<file path="src/rtl/sbx_pkg.sv">
package sbx_pkg;

    // Field and register widths
    localparam int MAX_WINDOW     = 16;
    localparam int BX_BITS        = 12;
    localparam int COUNT_BITS     = 8;
    localparam int WHEEL_BITS     = 5;
    localparam int LEN_BITS       = 5;
    localparam int MIN_BITS       = 12;
    localparam int CFG_INDEX_BITS = 2;
    localparam int CFG_DATA_BITS  = 12;

    // Derived window widths
    localparam int WIN_BITS   = $clog2(MAX_WINDOW + 1);
    localparam int LCMP_BITS  = (LEN_BITS > WIN_BITS) ? LEN_BITS : WIN_BITS;
    localparam int NCMP_BITS  = (BX_BITS > WIN_BITS) ? BX_BITS : WIN_BITS;
    localparam int GROUP_SIZE = 4;
    localparam int NUM_GROUPS = (MAX_WINDOW + GROUP_SIZE - 1) / GROUP_SIZE;
    localparam int GSUM_BITS  = COUNT_BITS + $clog2(GROUP_SIZE + 1);
    localparam int SUM_BITS   = COUNT_BITS + $clog2(MAX_WINDOW + 1);
    localparam int CMP_BITS   = (SUM_BITS > MIN_BITS) ? SUM_BITS : MIN_BITS;

    // Job queue between front and back
    localparam int Q_DEPTH    = 4;
    localparam int Q_PTR_BITS = $clog2(Q_DEPTH);
    localparam int Q_CNT_BITS = $clog2(Q_DEPTH + 1);
    localparam int OCC_BITS   = $clog2(Q_DEPTH + 3);

    // Wheel pattern: mask with one empty boundary bit either side
    localparam int                      WHEEL_PAT_BITS = 7;
    localparam logic [WHEEL_PAT_BITS-1:0] WHEEL_INNER  = 7'b0111110;
    localparam int                      WHEEL_OFFSET   = 3;

    typedef enum logic [CFG_INDEX_BITS-1:0] {
        CFG_WINDOW_LENGTH = 2'd0,
        CFG_MIN_STUBS     = 2'd1,
        CFG_MODE          = 2'd2
    } cfg_index_t;

    typedef struct packed {
        logic [LEN_BITS-1:0] window_length;
        logic [MIN_BITS-1:0] min_stubs;
        logic                mode;
    } cfg_t;

    // Run of crossings to emit, first to last inclusive
    typedef struct packed {
        logic [BX_BITS-1:0] first_bx;
        logic [BX_BITS-1:0] last_bx;
    } job_t;

    // True when two crossings hold wheels at most one apart
    function automatic logic wheels_close(input logic [WHEEL_BITS-1:0] a,
                                          input logic [WHEEL_BITS-1:0] b);
        logic [WHEEL_PAT_BITS-1:0] pa;
        logic [WHEEL_PAT_BITS-1:0] pb;
        pa = WHEEL_PAT_BITS'(a) << (WHEEL_OFFSET - 2);
        pb = WHEEL_PAT_BITS'(b) << (WHEEL_OFFSET - 2);
        return |(pa & ((pb << 1) | pb | (pb >> 1)) & WHEEL_INNER);
    endfunction

endpackage

</file>
<file path="src/rtl/sbx_fifo.sv">
module sbx_fifo (
    input  logic                            clk,
    input  logic                            rst_n,
    input  logic                            push,
    input  sbx_pkg::job_t                   push_job,
    input  logic                            pop,
    output sbx_pkg::job_t                   head,
    output logic [sbx_pkg::Q_CNT_BITS-1:0]  count
);
    import sbx_pkg::*;

    job_t                  mem_reg [Q_DEPTH];
    logic [Q_PTR_BITS-1:0] wr_ptr_reg;
    logic [Q_PTR_BITS-1:0] wr_ptr_next;
    logic [Q_PTR_BITS-1:0] rd_ptr_reg;
    logic [Q_PTR_BITS-1:0] rd_ptr_next;
    logic [Q_CNT_BITS-1:0] count_reg;
    logic [Q_CNT_BITS-1:0] count_next;

    // Advance pointers and fill count
    always_comb
    begin
        wr_ptr_next = push ? wr_ptr_reg + Q_PTR_BITS'(1) : wr_ptr_reg;
        rd_ptr_next = pop ? rd_ptr_reg + Q_PTR_BITS'(1) : rd_ptr_reg;
        count_next  = count_reg;
        if (push && !pop)
        begin
            count_next = count_reg + Q_CNT_BITS'(1);
        end
        else if (pop && !push)
        begin
            count_next = count_reg - Q_CNT_BITS'(1);
        end
    end

    always_ff @(posedge clk or negedge rst_n)
    begin
        if (!rst_n)
        begin
            wr_ptr_reg <= '0;
            rd_ptr_reg <= '0;
            count_reg  <= '0;
        end
        else
        begin
            wr_ptr_reg <= wr_ptr_next;
            rd_ptr_reg <= rd_ptr_next;
            count_reg  <= count_next;
        end
    end

    // Store jobs
    always_ff @(posedge clk)
    begin
        if (push)
        begin
            mem_reg[wr_ptr_reg] <= push_job;
        end
    end

    assign head  = mem_reg[rd_ptr_reg];
    assign count = count_reg;

    a_no_overflow: assert property (@(posedge clk) disable iff (!rst_n)
        push |-> (count_reg < Q_CNT_BITS'(Q_DEPTH)))
        else $error("job queue written while full");

    a_no_underflow: assert property (@(posedge clk) disable iff (!rst_n)
        pop |-> (count_reg != '0))
        else $error("job queue read while empty");

endmodule

</file>
<file path="src/rtl/sbx_front.sv">
module sbx_front (
    input  logic                              clk,
    input  logic                              rst_n,
    input  sbx_pkg::cfg_t                     cfg,
    input  logic                              in_valid,
    output logic                              in_ready,
    input  logic                              orbit_start,
    input  logic [sbx_pkg::BX_BITS-1:0]       bx_number,
    input  logic [sbx_pkg::COUNT_BITS-1:0]    stub_count,
    input  logic [sbx_pkg::WHEEL_BITS-1:0]    wheel_mask,
    input  logic [sbx_pkg::Q_CNT_BITS-1:0]    q_count,
    output logic                              push,
    output sbx_pkg::job_t                     push_job
);
    import sbx_pkg::*;

    logic                  accept;
    logic [OCC_BITS-1:0]   occupancy;
    logic [WIN_BITS-1:0]   len_eff;
    logic [WIN_BITS-1:0]   n_in;

    // Crossing history, newest first
    logic [COUNT_BITS-1:0] count_hist_reg [MAX_WINDOW];
    logic [WHEEL_BITS-1:0] wheel_hist_reg [MAX_WINDOW];

    // Group sum and wheel stage
    logic                  s1_valid_reg;
    logic                  s1_clear_reg;
    logic [BX_BITS-1:0]    s1_bx_reg;
    logic [WIN_BITS-1:0]   s1_n_reg;
    logic [GSUM_BITS-1:0]  gsum_next [NUM_GROUPS];
    logic                  close_next;

    // Decision stage
    logic                  s2_valid_reg;
    logic                  s2_clear_reg;
    logic [BX_BITS-1:0]    s2_bx_reg;
    logic [WIN_BITS-1:0]   s2_n_reg;
    logic [GSUM_BITS-1:0]  s2_gsum_reg [NUM_GROUPS];
    logic                  s2_close_reg;

    // Record of emitted crossings in this orbit
    logic [BX_BITS-1:0]    highest_reg;
    logic [BX_BITS-1:0]    highest_next;
    logic                  any_emitted_reg;
    logic                  any_emitted_next;

    logic [SUM_BITS-1:0]   sum;
    logic                  pass;
    logic                  any_eff;
    logic [BX_BITS-1:0]    lo;

    // Hold input while pipeline and queue could overflow
    assign occupancy = OCC_BITS'(q_count) + OCC_BITS'(s1_valid_reg)
                     + OCC_BITS'(s2_valid_reg);
    assign in_ready  = (occupancy < OCC_BITS'(Q_DEPTH));
    assign accept    = in_valid && in_ready;

    // Clamp window length and trim at start of orbit
    always_comb
    begin
        if (cfg.window_length == '0)
        begin
            len_eff = WIN_BITS'(1);
        end
        else if (LCMP_BITS'(cfg.window_length) > LCMP_BITS'(MAX_WINDOW))
        begin
            len_eff = WIN_BITS'(MAX_WINDOW);
        end
        else
        begin
            len_eff = WIN_BITS'(cfg.window_length);
        end
        if (NCMP_BITS'(len_eff) < NCMP_BITS'(bx_number))
        begin
            n_in = len_eff;
        end
        else
        begin
            n_in = WIN_BITS'(bx_number);
        end
    end

    // Shift history on each transfer, clear behind the first crossing of an orbit
    always_ff @(posedge clk or negedge rst_n)
    begin
        if (!rst_n)
        begin
            for (int i = 0; i < MAX_WINDOW; i++)
            begin
                count_hist_reg[i] <= '0;
                wheel_hist_reg[i] <= '0;
            end
        end
        else if (accept)
        begin
            count_hist_reg[0] <= stub_count;
            wheel_hist_reg[0] <= (stub_count != '0) ? wheel_mask : '0;
            for (int i = 1; i < MAX_WINDOW; i++)
            begin
                count_hist_reg[i] <= orbit_start ? '0 : count_hist_reg[i-1];
                wheel_hist_reg[i] <= orbit_start ? '0 : wheel_hist_reg[i-1];
            end
        end
    end

    // Sum the window in groups and look for close wheels
    always_comb
    begin
        for (int g = 0; g < NUM_GROUPS; g++)
        begin
            gsum_next[g] = '0;
            for (int k = 0; k < GROUP_SIZE; k++)
            begin
                if ((g * GROUP_SIZE + k < MAX_WINDOW)
                    && (g * GROUP_SIZE + k < int'(s1_n_reg)))
                begin
                    gsum_next[g] = gsum_next[g]
                                 + GSUM_BITS'(count_hist_reg[g * GROUP_SIZE + k]);
                end
            end
        end
        close_next = 1'b0;
        for (int i = 0; i < MAX_WINDOW; i++)
        begin
            for (int j = i + 1; j < MAX_WINDOW; j++)
            begin
                if (j < int'(s1_n_reg))
                begin
                    close_next = close_next
                               | wheels_close(wheel_hist_reg[i], wheel_hist_reg[j]);
                end
            end
        end
    end

    always_ff @(posedge clk or negedge rst_n)
    begin
        if (!rst_n)
        begin
            s1_valid_reg <= 1'b0;
            s1_clear_reg <= 1'b0;
            s2_valid_reg <= 1'b0;
            s2_clear_reg <= 1'b0;
        end
        else
        begin
            s1_valid_reg <= accept && (stub_count != '0) && (n_in != '0);
            s1_clear_reg <= accept && orbit_start;
            s2_valid_reg <= s1_valid_reg;
            s2_clear_reg <= s1_clear_reg;
        end
    end

    always_ff @(posedge clk)
    begin
        s1_bx_reg    <= bx_number;
        s1_n_reg     <= n_in;
        s2_bx_reg    <= s1_bx_reg;
        s2_n_reg     <= s1_n_reg;
        s2_close_reg <= close_next;
        for (int g = 0; g < NUM_GROUPS; g++)
        begin
            s2_gsum_reg[g] <= gsum_next[g];
        end
    end

    // Decide on the window and drop crossings already emitted
    always_comb
    begin
        sum = '0;
        for (int g = 0; g < NUM_GROUPS; g++)
        begin
            sum = sum + SUM_BITS'(s2_gsum_reg[g]);
        end
        pass = (CMP_BITS'(sum) >= CMP_BITS'(cfg.min_stubs))
            && (!cfg.mode || s2_close_reg);
        any_eff = any_emitted_reg && !s2_clear_reg;
        lo      = s2_bx_reg - BX_BITS'(s2_n_reg) + BX_BITS'(1);
        push    = s2_valid_reg && pass && !(any_eff && (highest_reg >= s2_bx_reg));
        push_job.last_bx  = s2_bx_reg;
        push_job.first_bx = (any_eff && (highest_reg >= lo))
                          ? highest_reg + BX_BITS'(1) : lo;
        highest_next     = s2_clear_reg ? '0 : highest_reg;
        any_emitted_next = any_eff;
        if (push)
        begin
            highest_next     = s2_bx_reg;
            any_emitted_next = 1'b1;
        end
    end

    always_ff @(posedge clk or negedge rst_n)
    begin
        if (!rst_n)
        begin
            highest_reg     <= '0;
            any_emitted_reg <= 1'b0;
        end
        else
        begin
            highest_reg     <= highest_next;
            any_emitted_reg <= any_emitted_next;
        end
    end

    a_push_marks_emitted: assert property (@(posedge clk) disable iff (!rst_n)
        push |=> (any_emitted_reg && (highest_reg == $past(s2_bx_reg))))
        else $error("emission record not updated after job");

    a_job_ordered: assert property (@(posedge clk) disable iff (!rst_n)
        push |-> (push_job.first_bx <= push_job.last_bx))
        else $error("job with first crossing after last");

endmodule

</file>
<file path="src/rtl/sbx_back.sv">
module sbx_back (
    input  logic                              clk,
    input  logic                              rst_n,
    input  sbx_pkg::job_t                     head,
    input  logic [sbx_pkg::Q_CNT_BITS-1:0]    q_count,
    output logic                              pop,
    output logic                              out_valid,
    input  logic                              out_ready,
    output logic [sbx_pkg::BX_BITS-1:0]       selected_bx,
    output logic                              last
);
    import sbx_pkg::*;

    logic               cur_valid_reg;
    logic               cur_valid_next;
    logic [BX_BITS-1:0] cursor_reg;
    logic [BX_BITS-1:0] cursor_next;
    logic [BX_BITS-1:0] end_reg;
    logic [BX_BITS-1:0] end_next;
    logic               at_end;
    logic               xfer;

    assign at_end = (cursor_reg == end_reg);
    assign xfer   = cur_valid_reg && out_ready;

    // Load the next job when idle or when the current run finishes
    always_comb
    begin
        pop            = (q_count != '0) && (!cur_valid_reg || (xfer && at_end));
        cur_valid_next = cur_valid_reg;
        cursor_next    = cursor_reg;
        end_next       = end_reg;
        if (pop)
        begin
            cur_valid_next = 1'b1;
            cursor_next    = head.first_bx;
            end_next       = head.last_bx;
        end
        else if (xfer && at_end)
        begin
            cur_valid_next = 1'b0;
        end
        else if (xfer)
        begin
            cursor_next = cursor_reg + BX_BITS'(1);
        end
    end

    always_ff @(posedge clk or negedge rst_n)
    begin
        if (!rst_n)
        begin
            cur_valid_reg <= 1'b0;
        end
        else
        begin
            cur_valid_reg <= cur_valid_next;
        end
    end

    always_ff @(posedge clk)
    begin
        cursor_reg <= cursor_next;
        end_reg    <= end_next;
    end

    assign out_valid   = cur_valid_reg;
    assign selected_bx = cursor_reg;
    assign last        = at_end;

    a_cursor_in_run: assert property (@(posedge clk) disable iff (!rst_n)
        cur_valid_reg |-> (cursor_reg <= end_reg))
        else $error("output cursor beyond end of run");

endmodule

</file>
<file path="src/rtl/stub_window_bx_selector.sv">
// Path: a selected crossing passes the history and first-stage registers, the decision
// stage registers, the job queue and the output cursor before it reaches the output.
// Throughput: one item per cycle while in_ready is high; the back end emits one result per
// cycle while out_ready is high; a four-entry job queue and a two-stage evaluation pipeline
// absorb the difference while the back end emits all crossings that one item selects.
// Reset: asynchronous, active low; clears history, emission record, queue and sets
// window_length 1, min_stubs 0, mode 0. No clearing pass is needed.
module stub_window_bx_selector (
    input  logic                                 clk,
    input  logic                                 rst_n,
    input  logic                                 cfg_we,
    input  logic [sbx_pkg::CFG_INDEX_BITS-1:0]   cfg_index,
    input  logic [sbx_pkg::CFG_DATA_BITS-1:0]    cfg_data,
    input  logic                                 in_valid,
    output logic                                 in_ready,
    input  logic                                 orbit_start,
    input  logic [sbx_pkg::BX_BITS-1:0]          bx_number,
    input  logic [sbx_pkg::COUNT_BITS-1:0]       stub_count,
    input  logic [sbx_pkg::WHEEL_BITS-1:0]       wheel_mask,
    output logic                                 out_valid,
    input  logic                                 out_ready,
    output logic [sbx_pkg::BX_BITS-1:0]          selected_bx,
    output logic                                 last
);
    import sbx_pkg::*;

    cfg_t                  cfg_reg;
    cfg_t                  cfg_next;
    logic                  push;
    job_t                  push_job;
    logic                  pop;
    job_t                  head;
    logic [Q_CNT_BITS-1:0] q_count;

    // Decode register writes
    always_comb
    begin
        cfg_next = cfg_reg;
        if (cfg_we)
        begin
            case (cfg_index_t'(cfg_index))
                CFG_WINDOW_LENGTH: cfg_next.window_length = cfg_data[LEN_BITS-1:0];
                CFG_MIN_STUBS:     cfg_next.min_stubs     = cfg_data[MIN_BITS-1:0];
                CFG_MODE:          cfg_next.mode          = cfg_data[0];
                default:           cfg_next = cfg_reg;
            endcase
        end
    end

    always_ff @(posedge clk or negedge rst_n)
    begin
        if (!rst_n)
        begin
            cfg_reg.window_length <= LEN_BITS'(1);
            cfg_reg.min_stubs     <= '0;
            cfg_reg.mode          <= 1'b0;
        end
        else
        begin
            cfg_reg <= cfg_next;
        end
    end

    sbx_front u_front (
        .clk         (clk),
        .rst_n       (rst_n),
        .cfg         (cfg_reg),
        .in_valid    (in_valid),
        .in_ready    (in_ready),
        .orbit_start (orbit_start),
        .bx_number   (bx_number),
        .stub_count  (stub_count),
        .wheel_mask  (wheel_mask),
        .q_count     (q_count),
        .push        (push),
        .push_job    (push_job)
    );

    sbx_fifo u_fifo (
        .clk      (clk),
        .rst_n    (rst_n),
        .push     (push),
        .push_job (push_job),
        .pop      (pop),
        .head     (head),
        .count    (q_count)
    );

    sbx_back u_back (
        .clk         (clk),
        .rst_n       (rst_n),
        .head        (head),
        .q_count     (q_count),
        .pop         (pop),
        .out_valid   (out_valid),
        .out_ready   (out_ready),
        .selected_bx (selected_bx),
        .last        (last)
    );

endmodule
</file>
<file path="config.mk">
export PLATFORM = sky130hd
export DESIGN_NAME = stub_window_bx_selector
export DESIGN_NICKNAME = d
export VERILOG_FILES = /design/src/rtl/sbx_pkg.sv /design/src/rtl/sbx_fifo.sv /design/src/rtl/sbx_front.sv /design/src/rtl/sbx_back.sv /design/src/rtl/stub_window_bx_selector.sv
export SDC_FILE = /design/constraint.sdc
export NUM_CORES = 1
export LEC_CHECK = 0
export ABC_AREA = 1
export BUFFER_PORTS_ARGS = -buffer_cell sky130_fd_sc_hd__buf_2
export CORE_UTILIZATION = 50
export DETAILED_ROUTE_END_ITERATION = 7
export MAX_ROUTING_LAYER = met4
export PLACE_DENSITY = 0.78
export SLEW_MARGIN = 20
export SYNTH_ARGS = -nofsm -noshare
export SYNTH_HDL_FRONTEND = slang
export SYNTH_HIERARCHICAL = 1
export SYNTH_SLANG_ARGS = --single-unit
export TNS_END_PERCENT = 100
</file>
<file path="constraint.sdc">
create_clock -name clk -period 7.3 [get_ports clk]
set_input_delay 0.73 -clock clk [delete_from_list [all_inputs] [get_ports clk]]
set_output_delay 0.73 -clock clk [all_outputs]
set_load 0.01 [all_outputs]
</file>
==> After elaboration in Yosys (flattened, before gate mapping) <==
Memories as Yosys holds them, arrays and structs flattened.
Cells that the tools add are included.
{ "classes": {"add_sub_neg": 25, "n_lt_le_gt_ge": 22, "n_eq_ne": 4, "mux": 183, "bitwise_logic": 269, "n_reduce_logical": 156} }
{ "op_table": {"columns": ["op", "n"], "rows": [
  ["$and A6 B6 Y6", 120],
  ["$reduce_or A5 Y1", 120],
  ["$mux W8", 19],
  ["$mux W11", 12],
  ["$mux W1", 125],
  ["$or A1 B1 Y1", 119],
  ["$mux W5", 19],
  ["$or A6 B5 Y6", 15],
  ["$or A6 B6 Y6", 15],
  ["$add A11 B8 Y11", 8],
  ["$mux W12", 6],
  ["$lt A4 B5 Y1 const A", 8],
  ["$add A12 B1 Y12 const B", 3],
  ["$add A8 B8 Y9", 4],
  ["$ge A12 B12 Y1", 2],
  ["$lt A3 B5 Y1 const A", 4],
  ["$logic_and A1 B1 Y1", 15],
  ["$add A12 B11 Y13", 1],
  ["$add A13 B11 Y13", 1],
  ["$ge A13 B12 Y1", 1],
  ["$add A11 B11 Y12", 1],
  ["$eq A12 B12 Y1", 1],
  ["$lt A5 B12 Y1", 1],
  ["$sub A12 B5 Y12", 1],
  ["other kinds (21)", 38]
]} }
{ "word_totals": {"register_bits": 310, "mem_bits_rw": 140, "in_bits": 45, "wordCells": 713, "mem_count": 2} }
{ "memory_table": {"columns": ["name", "words", "width", "read_ports", "rd_ports_with_merged_regs", "write_ports", "line", "rtl"], "rows": [
  ["u_fifo.mem_reg", 4, 24, 1, 0, 1, "sbx_fifo.sv:12", "job_t mem_reg [Q_DEPTH];"],
  ["u_front.s2_gsum_reg", 4, 11, 4, 0, 4, "sbx_front.sv:39", "logic [GSUM_BITS-1:0] s2_gsum_reg [NUM_GROUPS];"]
]} }

==> Logic depth before layout (Yosys ltp) <==
{ "depth": {"depth_word": 243, "ltp_mapped": 36, "depth_no_buf": 35} }

==> Hierarchy <==
The synthesis kept the hierarchy.
{ "by_module_without_submodules": {"columns": ["module", "n_inst", "cells_each", "area_each_um2"], "rows": [
  ["sbx_front", 1, 3375, 23069.6],
  ["sbx_fifo", 1, 326, 4312.9],
  ["sbx_back", 1, 161, 1411.4],
  ["stub_window_bx_selector", 1, 83, 747.0]
]} }

==> Worst setup path after synthesis <==
Ideal clock, no wire load.
{ "synth_timing": {"kind": "reg-to-reg", "startpoint": "memory u_front/s2_gsum_reg[1][0] (netlist name)", "endpoint": "memory u_fifo/mem_reg[0][0] (netlist name), enable pin", "setup_ns": 0.379, "t_arrival_ns": 4.819, "required_time_ns": 6.921, "setup_slack_ns": 2.102, "stages_incl_launch_ff": 30, "n_path_buf": 2, "path_cell_list": "dfxtp_1 -> ha_1 -> fa_1 -> nand3_1 -> nand2_1 -> xnor2_1 -> fa_1 -> inv_1 -> ha_1 -> a21oi_1 -> o21ai_0 -> a21oi_1 -> nor2_1 -> o21ai_0 -> nand2_1 -> xor2_1 -> inv_1 -> ha_1 -> nand2_1 -> inv_1 -> nand2_1 -> nand3_1 -> nand2_1 -> nand3_1 -> nand3_1 -> inv_1 -> buf_2 -> clkbuf_1 -> nand2_1 -> inv_1"} }
{ "synth_lines": {"columns": ["item", "line"], "rows": [
  ["start: declaration", "sbx_front.sv:39"],
  ["end: declaration", "sbx_fifo.sv:12"]
]} }

==> impl_results.md <==
- Area Overhead vs Synth: 8.45%
- Total gr overflow: 0
- Required @ worst endpoint: 7.55 ns
- Status: complete, no violations
- Postcts setup bufs: 0
- Die X: 245 um
- Root Buffer: clkbuf_16
- Final setup fails: 0
- TritonCTS Buffers: 52
- Synth Flop Type: dfrtp_1
- Commonest non-fill, non-tap cell in the layout: nand2_1
- Global-route usage over all layers: 0.301
- Synth Register Bits: 450
- Tightest Pin Transition: 1.07 ns
- Most frequent cells in the layout: 1160 x nand2_1, 460 x inv_1, 350 x o21ai_0
- Clock buffer depth: 3
- Drt initial violations: 2831
- Total Neg Setup Slack: 0 ns
- Fin nets: 4174
- Clk_skew: 0.0296 ns
- Slew Limit Fails: 0
- P per Cell Area: 312 nW/um^2
- Vias: 26795
- Site Rows: 88
- Clock Sinks: 450
- Chip Height: 245 um
- Mapped cell area: 29500 um^2
- Average wire per standard cell: 18.5 um
- Pin count of the biggest net entering global routing: 130
- YS warnings: 6
- Critical-path maximum fanout: 24
- Final WL: 87600 um
- Clock transition at path regs: 0.06 ns
- Post-cts resize count: 0
- Diode count: 0
- Post-layout min period: 6.33 ns
- Router iterations before antenna repair: 6
- Core Region: 58000 um^2
- Placed Area: 30200 um^2
- Post-DR vias/cell: 5.66
- Global-route wire length before repair: 139000 um
- Post-CTS Hold Fix Bufs: 0
- CP endpoint kind: flop
- Leak: 15.2 nW
- Number of synthesized flops with an enable pin: 120
- Max frequency: 158 MHz
- Number of flip-flops in the largest register: 128
- Synthesized instance count: 3945
- Startpoint types: flop
- Syn_nets: 4198
- H-tree Lvls: 2
- I/O pin cnt: 60
- Rel. slew slack: 0.287
- Post-Syn Area per Cell: 7.49 um^2
- Final Cell Area: 32000 um^2
- Post-DP HPWL: 63400 um
- Clk_lat worst skew: 0.62 ns
- Layout cell share with drive strength beyond 1: 0.0623
- Asr flop ratio synth: 0.558
- WHS: 0.220 ns
- CTS tree: built
- Period utilization: 0.866
- Critical Path AT: 6.57 ns
- Min-Delay Path Class: in2async
- Starting Density: 0.509
- # DRC: 0
- Max Cap Viol: 0
- Vias in the first global route: 25478
- Critical path type: reg2reg
- RSZ-0062 raised after global routing: false
- Routability Congestion: 1.03
- Count of final hold-check violations: 0
- Synth unique cells: 64
- Layout fillers: 5429
- VDD IR max: 311 uV
- Port Buffers: 59
- ANT nets after route: 0
- Antenna violations before repair: 1
- Seq/Total Area, Yosys: 0.388
- Die Area: 60100 um^2
critical path, stage by stage, from the launching register on:
cell	delay (ns)
dfxtp_1	0.30
ha_1	0.23
fa_1	0.50
nand3_1	0.11
nand2_1	0.07
xnor2_1	0.16
fa_1	0.54
inv_1	0.04
ha_1	0.38
a21oi_1	0.23
o21ai_0	0.15
a21oi_1	0.21
nor2_1	0.06
o21ai_0	0.17
nand2_1	0.08
xor2_1	0.13
inv_1	0.06
ha_1	0.27
nand2_1	0.05
inv_1	0.04
nand2_1	0.04
nand3_1	0.08
nand2_1	0.06
nand3_1	0.15
nand3_1	0.42
inv_1	0.64
nand2_1	0.11
inv_1	0.64
logic make-up (layout without fill, tap and decap cells):
logic type	count (synthesis)	after routing	synth area share
fa+ha+maj	208	208	0.0950
flops	450	450	0.388
simple gates	1824	1824	0.258
xor+xnor	102	102	0.0305
mux	4	4	0.00140
compound gates	721	721	0.140
buf+inv	636	656	0.0864
routing by layer:
layer / GRT usage / up-vias / share of wire
li1: - / 12925 / -
met3: 0.0478 / 209 / 0.081
met2: 0.469 / 1139 / 0.45
met4: 0.106 / 0 / 0.035
met1: 0.398 / 12522 / 0.43
met5: - / - / 0
synth_stat cells, types with 4 or more instances:
master    number  area [um^2]
o211ai_2      19          238
o22ai_1       19          119
inv_2         14         52.6
o211ai_1      43          323
o21bai_1       9         67.6
edfxtp_1     120         3600
dfxtp_1       79         1580
buf_4          4         30.0
a31oi_1       11         68.8
o311ai_0       4         35.0
ha_1         181         2260
o31ai_1       33          248
dfrtp_1      250         6260
xnor2_1       38          333
or2_2          5         31.3
nand3b_1       5         37.5
buf_6         13          146
a21oi_1      158          791
o21ai_1       37          185
xor2_1        63          552
nand4_1       64          400
nor2_2         8         50.1
o21ai_0      350         1750
nand2_4        5         56.3
fa_1          27          541
nand2_1     1161         4360
nand2_2        5         31.3
nor3_1        25          125
o221ai_1       5         43.8
buf_2         35          175
o21ai_2        6         52.6
o21a_1         9         67.6
nor2_1       251          942
clkbuf_1      99          372
inv_1        462         1730
nand3_1      273         1370
nor2_8         4         80.1
nor4_1         5         31.3
final timing paths:
kind                                           start                          end  slack [ns]  depth (start not counted)
min in group clk                        bx_number[9]         u_front/s1_bx_reg[9]        0.23                          1
min                                            rst_n  u_front/count_hist_reg[118]        0.22                          1
max                        u_front/s2_gsum_reg[1][0]        u_fifo/mem_reg[1][17]        0.97                         27
max reg2reg                u_front/s2_gsum_reg[1][0]        u_fifo/mem_reg[1][17]        0.97                         27
max in group asynchronous                      rst_n         u_fifo/rd_ptr_reg[0]        5.73                          2
min reg2reg                    u_front/s1_bx_reg[11]        u_front/s2_bx_reg[11]        0.33                          0
metrics by stage:
step                       util  setup slack (ns)  instances  power (mW)
after floorplan               -              2.10       3945        6.06
after global placement    0.521              1.12       4632        7.16
after detailed placement  0.521              1.06       4632        7.22
after CTS                 0.552              1.01       4730        9.97
after global routing      0.552             0.465       4730        10.7
final                     0.552             0.975       4730        9.99
layout make-up:
| cell class | instances | area [um^2] | share of cell area |
|---|---|---|---|
| Clock buffer | 64 | 1400 | 0.0436 |
| Clock inverter | 34 | 412 | 0.0128 |
| Inverter | 482 | 1830 | 0.0570 |
| Multi-Input combinational cell | 2859 | 15500 | 0.485 |
| Sequential cell | 450 | 11500 | 0.358 |
| Tap cell | 765 | 957 | 0.0299 |
| Timing Repair Buffer | 76 | 445 | 0.0139 |
report_power, final:
group,switching (mW),internal [mW]
registers,0.493,2.97
clock network,1.12,1.59
logic,2.63,1.19
(Power assumes the default switching activity.)
